### config.mk
export PLATFORM = sky130hd
export DESIGN_NAME = bitmap_next_fit_slot_allocator
export DESIGN_NICKNAME = d
export VERILOG_FILES = /design/src/sv/bnfa_pkg.sv /design/src/sv/bnfa_ctrl.sv /design/src/sv/bnfa_dp.sv /design/src/sv/bitmap_next_fit_slot_allocator.sv
export SDC_FILE = /design/constraint.sdc
export NUM_CORES = 1
export LEC_CHECK = 0
export BUFFER_PORTS_ARGS = -buffer_cell sky130_fd_sc_hd__buf_2
export CORE_MARGIN = 2
export CORE_UTILIZATION = 60
export CTS_CLUSTER_SIZE = 14
export DETAILED_ROUTE_END_ITERATION = 8
export PLACE_DENSITY_LB_ADDON = 0.2
export REMOVE_ABC_BUFFERS = 1
export SLEW_MARGIN = 20
export SYNTH_ARGS = -nofsm -noshare
export SYNTH_HDL_FRONTEND = slang
export SYNTH_SLANG_ARGS = --single-unit
### constraint.sdc
create_clock -name clk -period 17.6 [get_ports clk]
set_input_delay 1.76 -clock clk [delete_from_list [all_inputs] [get_ports clk]]
set_output_delay 1.76 -clock clk [all_outputs]
set_load 0.005 [all_outputs]
### src/sv/bnfa_pkg.sv
package bnfa_pkg;

	localparam int MAX_SLOTS_DEFAULT = 64;
	localparam int SLOT_W            = 6;
	localparam int COUNT_W           = 7;
	localparam int STRIDE_W          = 16;
	localparam int ADDR_W            = 64;
	localparam int CFG_INDEX_W       = 4;
	localparam int CFG_DATA_W        = 64;

	localparam logic OP_ALLOC   = 1'b0;
	localparam logic OP_RELEASE = 1'b1;

	localparam logic [1:0] STATUS_OK        = 2'd0;
	localparam logic [1:0] STATUS_FULL      = 2'd1;
	localparam logic [1:0] STATUS_BAD_SLOT  = 2'd2;

	localparam logic [CFG_INDEX_W-1:0] REG_SLOT_COUNT  = 4'd0;
	localparam logic [CFG_INDEX_W-1:0] REG_SLOT_STRIDE = 4'd1;
	localparam logic [CFG_INDEX_W-1:0] REG_CPU_BASE    = 4'd2;
	localparam logic [CFG_INDEX_W-1:0] REG_GPU_BASE    = 4'd3;

	localparam logic [COUNT_W-1:0]  SLOT_COUNT_RESET  = 7'd64;
	localparam logic [STRIDE_W-1:0] SLOT_STRIDE_RESET = 16'd32;

	typedef struct packed {
		logic              op;
		logic [SLOT_W-1:0] release_slot;
	} in_item_t;

	typedef struct packed {
		logic [SLOT_W-1:0] granted_slot;
		logic [ADDR_W-1:0] cpu_address;
		logic [ADDR_W-1:0] gpu_address;
		logic [1:0]        status;
		logic              now_full;
	} out_item_t;

	typedef struct packed {
		logic load;
		logic exec;
		logic cfg_write;
	} dp_cmd_t;

endpackage

### src/sv/bnfa_ctrl.sv
module bnfa_ctrl (
	input  logic             clk,
	input  logic             arst_n,
	input  logic             in_valid,
	output logic             in_ready,
	output logic             out_valid,
	input  logic             out_ready,
	input  logic             cfg_valid,
	output logic             cfg_ready,
	output bnfa_pkg::dp_cmd_t cmd
);
	import bnfa_pkg::*;

	typedef enum logic [1:0] {
		ST_IDLE = 2'b01,
		ST_EXEC = 2'b10
	} state_t;

	state_t state_q;
	logic   out_valid_q;
	logic   exec;

	// exec only when the output register is free or being emptied
	assign exec      = (state_q == ST_EXEC) && (!out_valid_q || out_ready);
	assign in_ready  = (state_q == ST_IDLE);
	assign out_valid = out_valid_q;
	assign cfg_ready = 1'b1;

	assign cmd.load      = in_valid && in_ready;
	assign cmd.exec      = exec;
	assign cmd.cfg_write = cfg_valid && cfg_ready;

	always_ff @(posedge clk or negedge arst_n) begin
		if (!arst_n) begin
			state_q     <= ST_IDLE;
			out_valid_q <= 1'b0;
		end else begin
			unique case (state_q)
				ST_IDLE: begin
					if (in_valid) begin
						state_q <= ST_EXEC;
					end
				end
				ST_EXEC: begin
					if (exec) begin
						state_q <= ST_IDLE;
					end
				end
				default: begin
					state_q <= ST_IDLE;
				end
			endcase
			if (exec) begin
				out_valid_q <= 1'b1;
			end else if (out_ready) begin
				out_valid_q <= 1'b0;
			end
		end
	end

endmodule

### src/sv/bnfa_dp.sv
module bnfa_dp #(
	parameter int MAX_SLOTS = bnfa_pkg::MAX_SLOTS_DEFAULT
) (
	input  logic                                 clk,
	input  logic                                 arst_n,
	input  bnfa_pkg::dp_cmd_t                    cmd,
	input  bnfa_pkg::in_item_t                   in_data,
	input  logic [bnfa_pkg::CFG_INDEX_W-1:0]     cfg_index,
	input  logic [bnfa_pkg::CFG_DATA_W-1:0]      cfg_data,
	output bnfa_pkg::out_item_t                  out_data
);
	import bnfa_pkg::*;

	localparam int SLOT_LIMIT = (MAX_SLOTS < 64) ? MAX_SLOTS : 64;
	localparam logic [COUNT_W-1:0] LIMIT_N = COUNT_W'(SLOT_LIMIT);
	localparam logic [COUNT_W-1:0] MIN_N   = 7'd8;

	logic [COUNT_W-1:0]    slot_count_q;
	logic [STRIDE_W-1:0]   stride_q;
	logic [ADDR_W-1:0]     cpu_base_q;
	logic [ADDR_W-1:0]     gpu_base_q;
	logic [SLOT_LIMIT-1:0] occ_q;
	logic [SLOT_W-1:0]     cursor_q;
	logic                  full_q;
	in_item_t              item_q;
	out_item_t             out_q;

	logic [COUNT_W-1:0]    count_masked;
	logic [COUNT_W-1:0]    n_active;
	logic [SLOT_LIMIT-1:0] in_range;
	logic [SLOT_LIMIT-1:0] cur_hit;
	logic [SLOT_LIMIT-1:0] rel_hit;
	logic [SLOT_LIMIT-1:0] above_cur;
	logic [SLOT_LIMIT-1:0] occ_alloc;
	logic [SLOT_LIMIT-1:0] free_vec;
	logic [SLOT_LIMIT-1:0] free_hi;
	logic [SLOT_W-1:0]     first_hi;
	logic [SLOT_W-1:0]     first_any;
	logic                  any_free;
	logic                  any_hi;
	logic                  rel_bad;
	logic [SLOT_W+STRIDE_W-1:0] offset;
	logic [ADDR_W-1:0]     cpu_addr;
	logic [ADDR_W-1:0]     gpu_addr;

	// effective slot count: multiple of eight, clamped to 8 .. slot limit
	assign count_masked = slot_count_q & 7'h78;
	always_comb begin
		priority if (count_masked < MIN_N) begin
			n_active = MIN_N;
		end else if (count_masked > LIMIT_N) begin
			n_active = LIMIT_N;
		end else begin
			n_active = count_masked;
		end
	end

	always_comb begin
		for (int i = 0; i < SLOT_LIMIT; i++) begin
			in_range[i]  = (COUNT_W'(i) < n_active);
			cur_hit[i]   = (SLOT_W'(i) == cursor_q);
			rel_hit[i]   = (SLOT_W'(i) == item_q.release_slot);
			above_cur[i] = (SLOT_W'(i) > cursor_q);
		end
	end

	assign occ_alloc = occ_q | cur_hit;
	assign free_vec  = ~occ_alloc & in_range;
	assign free_hi   = free_vec & above_cur;
	assign any_free  = |free_vec;
	assign any_hi    = |free_hi;

	// lowest free slot past the cursor, else lowest free slot from zero
	always_comb begin
		first_hi  = '0;
		first_any = '0;
		for (int i = SLOT_LIMIT - 1; i >= 0; i--) begin
			if (free_hi[i]) begin
				first_hi = SLOT_W'(i);
			end
			if (free_vec[i]) begin
				first_any = SLOT_W'(i);
			end
		end
	end

	assign rel_bad  = ({1'b0, item_q.release_slot} >= n_active);
	assign offset   = (SLOT_W+STRIDE_W)'(cursor_q) * (SLOT_W+STRIDE_W)'(stride_q);
	assign cpu_addr = cpu_base_q + ADDR_W'(offset);
	assign gpu_addr = gpu_base_q + ADDR_W'(offset);

	always_ff @(posedge clk or negedge arst_n) begin
		if (!arst_n) begin
			slot_count_q <= SLOT_COUNT_RESET;
			stride_q     <= SLOT_STRIDE_RESET;
			cpu_base_q   <= '0;
			gpu_base_q   <= '0;
			occ_q        <= '0;
			cursor_q     <= '0;
			full_q       <= 1'b0;
		end else begin
			if (cmd.cfg_write) begin
				unique case (cfg_index)
					REG_SLOT_COUNT: begin
						slot_count_q <= cfg_data[COUNT_W-1:0];
						occ_q        <= '0;
						cursor_q     <= '0;
						full_q       <= 1'b0;
					end
					REG_SLOT_STRIDE: begin
						stride_q <= cfg_data[STRIDE_W-1:0];
					end
					REG_CPU_BASE: begin
						cpu_base_q <= cfg_data;
					end
					REG_GPU_BASE: begin
						gpu_base_q <= cfg_data;
					end
					default: begin
					end
				endcase
			end else if (cmd.exec) begin
				if (item_q.op == OP_ALLOC) begin
					if (!full_q) begin
						occ_q <= occ_alloc;
						if (any_free) begin
							cursor_q <= any_hi ? first_hi : first_any;
						end else begin
							full_q <= 1'b1;
						end
					end
				end else if (!rel_bad) begin
					occ_q <= occ_q & ~rel_hit;
					if (full_q) begin
						full_q   <= 1'b0;
						cursor_q <= item_q.release_slot;
					end
				end
			end
		end
	end

	always_ff @(posedge clk) begin
		if (cmd.load) begin
			item_q <= in_data;
		end
		if (cmd.exec) begin
			out_q.granted_slot <= '0;
			out_q.cpu_address  <= '0;
			out_q.gpu_address  <= '0;
			out_q.status       <= STATUS_OK;
			out_q.now_full     <= full_q;
			if (item_q.op == OP_ALLOC) begin
				if (full_q) begin
					out_q.status <= STATUS_FULL;
				end else begin
					out_q.granted_slot <= cursor_q;
					out_q.cpu_address  <= cpu_addr;
					out_q.gpu_address  <= gpu_addr;
					out_q.now_full     <= !any_free;
				end
			end else if (rel_bad) begin
				out_q.status <= STATUS_BAD_SLOT;
			end else begin
				out_q.now_full <= 1'b0;
			end
		end
	end

	assign out_data = out_q;

endmodule

### src/sv/bitmap_next_fit_slot_allocator.sv
// the result is registered when exec fires, which waits while an earlier result is held
// one item at a time, as in_ready is low in exec; the exec cycle does the bitmap search
// (rotate-style masked priority encode over the occupancy bits) and the address multiply-add
// a waiting result does not block configuration writes
// reset: config registers to defaults, occupancy bitmap, cursor and full flag cleared at once
module bitmap_next_fit_slot_allocator #(
	parameter int MAX_SLOTS = bnfa_pkg::MAX_SLOTS_DEFAULT
) (
	input  logic                             clk,
	input  logic                             arst_n,
	input  logic                             in_valid,
	output logic                             in_ready,
	input  bnfa_pkg::in_item_t               in_data,
	output logic                             out_valid,
	input  logic                             out_ready,
	output bnfa_pkg::out_item_t              out_data,
	input  logic                             cfg_valid,
	output logic                             cfg_ready,
	input  logic [bnfa_pkg::CFG_INDEX_W-1:0] cfg_index,
	input  logic [bnfa_pkg::CFG_DATA_W-1:0]  cfg_data
);
	import bnfa_pkg::*;

	dp_cmd_t cmd;

	bnfa_ctrl u_ctrl (
		.clk       (clk),
		.arst_n    (arst_n),
		.in_valid  (in_valid),
		.in_ready  (in_ready),
		.out_valid (out_valid),
		.out_ready (out_ready),
		.cfg_valid (cfg_valid),
		.cfg_ready (cfg_ready),
		.cmd       (cmd)
	);

	bnfa_dp #(
		.MAX_SLOTS (MAX_SLOTS)
	) u_dp (
		.clk       (clk),
		.arst_n    (arst_n),
		.cmd       (cmd),
		.in_data   (in_data),
		.cfg_index (cfg_index),
		.cfg_data  (cfg_data),
		.out_data  (out_data)
	);

endmodule

## Word level (Yosys, flattened, before mapping)

Cells that the tools add are included.

| storage, ports and cells | value |
|---|---|
| input bits | 80 |
| output and inout port bits | 140 |
| bits in registers | 369 |
| logic and storage cells | 476 |

| cells by class | value |
|---|---|
| bitwise operators | 6 |
| reduce and logical (&&, ||, !) cells | 22 |
| multipliers | 1 |
| equal/unequal tests | 137 |
| $add $sub $neg | 2 |
| multiplexer cells | 161 |
| order comparisons | 131 |

Operators by type and width:

| kind | count |
|---|---|
| $mux W6 | 137 |
| $eq A6 B6 Y1 const A | 64 |
| $mux W64 | 6 |
| $lt A6 B7 Y1 const A | 32 |
| $and A64 B64 Y64 | 3 |
| $eq A5 B6 Y1 const A | 32 |
| $gt A6 B6 Y1 const A | 32 |
| $add A64 B22 Y64 | 2 |
| $not A64 Y64 | 2 |
| $reduce_or A64 Y1 | 2 |
| $lt A5 B7 Y1 const A | 16 |
| $eq A4 B6 Y1 const A | 16 |
| $gt A5 B6 Y1 const A | 16 |
| $or A64 B64 Y64 | 1 |
| $lt A4 B7 Y1 const A | 8 |
| $eq A3 B6 Y1 const A | 8 |
| $gt A4 B6 Y1 const A | 8 |
| $lt A3 B7 Y1 const A | 4 |
| $eq A2 B6 Y1 const A | 4 |
| $gt A3 B6 Y1 const A | 4 |
| $mul A6 B16 Y22 | 1 |
| $lt A1 B7 Y1 const A | 2 |
| $lt A2 B7 Y1 const A | 2 |
| $mux W7 | 2 |
| other kinds (29) | 56 |

## Longest topological paths before layout

| depth | value |
|---|---|
| depth in word-level cells | 76 |
| gate-level depth with buffers | 34 |
| mapped depth without buffers | 26 |

## By module

A second synthesis with hierarchy kept.

| second synthesis, totals | value |
|---|---|
| cell total of the unflattened synthesis | 2,762 |
| area, all modules | 25,947.4 µm² |

Modules (own cells, without submodules):

| module | instances | seq. area each (µm²) | area an instance (µm²) | cells each |
|---|---|---|---|---|
| bnfa_dp | 1 | 9,806.9 | 25,791.0 | 2,747 |
| bnfa_ctrl | 1 | 76.3 | 156.4 | 15 |

## Worst setup path after synthesis

Ideal clock, no wire load.

| timing | value |
|---|---|
| path kind | input to register |
| from | input port out_ready |
| to | register u_dp.occ_q[19] |
| cell stages on the path | 11 |
| path slack | 7.748 ns |
| library setup time | 0.083 ns |
| path buffers | 2 |
| data required time | 17.517 ns |
| arrival | 9.770 ns |
| cell sequence | nand2b_1 > nor2b_1 > nand2_1 > inv_1 > o2bb2ai_1 > a21o_1 > clkbuf_1 > nor3_1 > clkbuf_1 > a21oi_1 > o21ai_0 |

RTL lines:

| what | line | text |
|---|---|---|
| from (decl) | bitmap_next_fit_slot_allocator.sv:15 | `input logic out_ready,` |
| to (signal assigned) | bnfa_dp.sv:125 | `occ_q <= occ_alloc;` |
| to (signal assigned) | bnfa_dp.sv:133 | `occ_q <= occ_q & ~rel_hit;` |
| to (decl) | bnfa_dp.sv:22 | `logic [SLOT_LIMIT-1:0] occ_q;` |

## Worst setup path after layout

| timing | value |
|---|---|
| from | register u_dp.cursor_q[0] |
| to | register u_dp.out_q (netlist bit u_dp.out_data[98]), data pin |

| between the ends | value |
|---|---|
| longest elaborated chain between the ends | 2 |

RTL lines:

| what | line | text |
|---|---|---|
| from (decl) | bnfa_dp.sv:23 | `logic [SLOT_W-1:0] cursor_q;` |
| from (signal assigned) | bnfa_dp.sv:127 | `cursor_q <= any_hi ? first_hi : first_any;` |
| from (signal assigned) | bnfa_dp.sv:136 | `cursor_q <= item_q.release_slot;` |
| $mul A6 B16 Y22 | bnfa_dp.sv:88 | `assign offset = (SLOT_W+STRIDE_W)'(cursor_q) * (SLOT_W+STRIDE_W)'(stride_q);` |
| $add A64 B22 Y64 | bnfa_dp.sv:89 | `assign cpu_addr = cpu_base_q + ADDR_W'(offset);` |
| to (decl) | bnfa_dp.sv:26 | `out_item_t out_q;` |

Every way passes these cells.
A chain may end at the register's enable or synchronous reset.

==> metrics.txt <==
status finished clean; compound-gate portion of the synthesized area 0.2029; average wire per standard cell 24.56 um; IO buf count 218; setup repair bufs after CTS 0; pre-CTS WS 9622 ps; worst slew pin tran 1298 ps; final setup vio count 0; DP Wirelength 59.09 mm; peak supply drop 0.1601 mV; CP max stage cell nor3b_1; Mapped Cells 2,672; die area 43,270 um^2; Main synth FF type dfrtp_1; vias in the first global route 22.24k; reg-to-reg endpoint u_dp.out_data[98]$_SDFFCE_PP0P_; largest family of logic cells by synthesized area compound AO/OA/AOI/OAI gates; Yosys Warn Count 0; Worst setup SP type register; Seq/Total Area, Yosys 0.3957; Fin. Hold Viols 0; final clock skew 17.32 ps; Worst slew margin 0.1322; period utilisation layout 0.4678; CTS sink cnt 366; number of buffers inserted by hold repair at cts 0; final net count 3,024; XOR/XNOR Fraction of Synth Area 0.03016; CP Capture Type register; Overall Power 5.076 mW; DRC violations left 0; first-pass GRT wire length 128.6 mm; final RePlAce weighted congestion 1.056; max cap viols 0; reg2reg start u_dp.cursor_q[0]$_DFFE_PN0P_; count of final max-slew check failures 0; crit path capture u_dp.out_data[98]$_SDFFCE_PP0P_; IO Count 220; share of cells above drive strength 1 0.1908; antenna viol nets, final 0; CTS tree built; Max stage delay on crit path 780 ps; area delta synth->final 11.48%; placed inst area 26,470 um^2; final instance area 27,840 um^2; core area 40,920 um^2; critical path class reg -> reg; number of DRC markers in iteration 0 2,915; Row Count 74; final-layout fill cell count 3,158; largest net degree at the start of global routing 98; Critical path origin u_dp.cursor_q[0]$_DFFE_PN0P_; Syn Area/Cell 9.347 um^2; flops & latches, synth 366; Adder-Cell Fraction of Synth Area 0.08587; Cell variety after synth 86; die width 208.0 um; clk slew on worst S/H paths 60 ps; final worst slack 9366 ps; Worst Hold Class reg -> reg; via density per instance 6.737; CP Cell Sequence buf_4 > nand2_1 > fa_1 > inv_1 > fa_1 > fa_1 > ha_1 > o21ai_0 > nor2_1 > o41ai_1 > o21ai_0 > nor4_1 > nor2_1 > a21oi_1 > xnor2_1 > ha_1 > a21o_1 > a21o_1 > a21oi_1 > nor3b_1 > a21o_1 > nor4b_1 > mux2i_1; Mapped Area 24,970 um^2; total track usage 0.3776; final WL 82.86 mm; Worst EP arrival 8540 ps; Leak 11.50 nW; post-cts resize count 0; effective utilization at floorplan 0.6102; cts bufs inserted 41; FF-to-FF path depth 23; root buffer cell clkbuf_16; post-layout minimum cycle time 8234 ps; FMAX 0.1214 GHz; Die Span Y 208.0 um; simple-gate share of the synthesized area 0.1678; Power Dens Cells 182.3 nW/um^2; multiplexer share of the synthesized area 0.07410; RSZ-0062 raised after global routing false; setup_tns 0 ps; Post-synth ARST share 0.6066; first-pass iteration count of the detailed router 6; Clock Latency Late Sink 580 ps; via count 22.73k; highest net fanout along the worst path 59; Reg2Reg Setup Slack 9370 ps; Max Root-Sink Buffers 3; Crit path required time 17,910 ps; total grt overflow 0; antenna violations before repair 2; H-tree levels 2; number of flops mapped to enable cells by yosys 144; hold path start u_dp.gpu_base_q[9]$_DFFE_PN0P_
## metrics by stage
stage	hold WS (ps)	utilization	instances
4_1_cts	517.1	0.6796	3373
6_report	516.1	0.6803	3374
5_1_grt	529.2	0.6802	3373
2_1_floorplan	471.1	-	2504
3_3_place_gp	493.8	0.6467	3297
3_5_place_dp	500.8	0.6469	3297
## per-layer routing
metal  vias up  share of wire  GRT usage
li1      10074              -          -
met1     11109           0.40     0.5068
met2      1305           0.46     0.6003
met3       243          0.096    0.07925
met4         0          0.045     0.1536
met5         -              0          0
## synthesized netlist by cell type, types with 13 or more instances
master	count	area [um^2]
nor4_1	18	112.6
xnor2_1	67	586.8
a21o_1	40	300.3
nand2b_1	22	137.6
o21a_1	20	150.1
o21ai_0	235	1176
nand2_1	223	837.1
xor2_1	19	166.4
a21oi_1	285	1426
mux2_2	151	1700
clkbuf_1	141	529.3
a32oi_1	14	122.6
mux2i_1	15	150.1
nand4_1	22	137.6
or3_1	47	294.0
o31ai_1	34	255.2
dfrtp_1	219	5480
and2_1	46	287.8
fa_1	59	1181
edfxtp_1	144	4324
o41ai_1	13	113.9
and3_1	23	143.9
ha_1	77	963.4
nand3_1	47	235.2
a211oi_1	40	300.3
inv_1	111	416.7
nor2_1	186	698.2
buf_2	14	70.07
a31oi_1	21	131.4
nor2b_1	35	219.0
nor3_1	56	280.3
## cell usage in the layout, fill, tap and decap left out, types with 13 or more instances in the layout
cell type,netlist,layout
a21oi_1,285,284
o21ai_0,235,235
nand2_1,223,223
buf_2,14,217
dfrtp_1,219,213
nor2_1,186,185
mux2_2,151,151
edfxtp_1,144,144
inv_1,111,111
ha_1,77,77
xnor2_1,67,67
fa_1,59,59
nor3_1,56,51
or3_1,47,47
nand3_1,47,47
and2_1,46,46
buf_4,2,43
clkbuf_16,0,42
a21o_1,40,40
a211oi_1,40,40
nor2b_1,35,33
o31ai_1,34,33
and3_1,23,23
nand4_1,22,22
nand2b_1,22,22
a31oi_1,21,20
o21a_1,20,20
xor2_1,19,19
nor4_1,18,17
mux2i_1,15,15
a32oi_1,14,14
clkbuf_1,141,14
o41ai_1,13,13
## worst min path at each step
stage                                      endpoint  slack [ps]  cells after the start
floorplan                 u_dp.occ_q[1]$_DFFE_PN0P_         470                      2
global placement     u_dp.gpu_base_q[8]$_DFFE_PN0P_         490                      1
detailed placement  u_dp.gpu_base_q[13]$_DFFE_PN0P_         500                      1
CTS                 u_dp.gpu_base_q[11]$_DFFE_PN0P_         520                      1
global route         u_dp.cpu_base_q[4]$_DFFE_PN0P_         530                      1
finish               u_dp.gpu_base_q[9]$_DFFE_PN0P_         520                      1
## kinds of logic (layout without fill, tap and decap cells)
logic type                 count (synthesis)  in the layout
xor gates and xnor gates                  86             86
adders and majority gates                136            136
other                                      1              2
and+or+nand+nor                          812            812
AOI/OAI and AO/OA                        826            826
buffers and inverters                    279            448
muxes                                    166            166
DFF                                      366            366
## worst max-delay path, delay by kind of cell, from the launching register on
kind / cells / cell delay, ps
DFF: 1 / 400
adders and majority gates: 5 / 2170
buffers and inverters: 2 / 680
xor gates and xnor gates: 1 / 170
AOI/OAI and AO/OA: 8 / 2670
muxes: 1 / 160
and+or+nand+nor: 6 / 1690
## flip-flops by register name (all words and copies together), names as in the netlist
| signal | cells |
|---|---|
| u_dp.occ_q | 64 |
| u_dp.full_q | 1 |
| u_dp.slot_count_q | 4 |
| u_dp.stride_q | 16 |
| u_dp.cpu_base_q | 64 |
| u_dp.gpu_base_q | 64 |
| u_dp.out_data | 137 |
| u_dp.cursor_q | 6 |
| u_dp.item_q | 7 |
| u_ctrl.out_valid | 1 |
| u_ctrl.state_q | 2 |
## power by group
group / internal [mW] / total [mW] / switching, mW
sequential: 1.11 / 1.33 / 0.220
clock: 0.493 / 0.857 / 0.364
combinational: 1.10 / 2.89 / 1.79
## layout make-up
type | instances | area, um^2 | share of cell area
flip-flops and latches | 366 | 9891 | 0.3553
diodes | 1 | 2.502 | 0.00008988
multi-input cells | 2027 | 14100 | 0.5066
clock buffers | 64 | 1214 | 0.04359
clock inverters | 12 | 123.9 | 0.004449
repair buffers | 261 | 1424 | 0.05114
inverters | 111 | 416.7 | 0.01497
well taps | 532 | 665.6 | 0.02391
(Power assumes the default switching activity.)
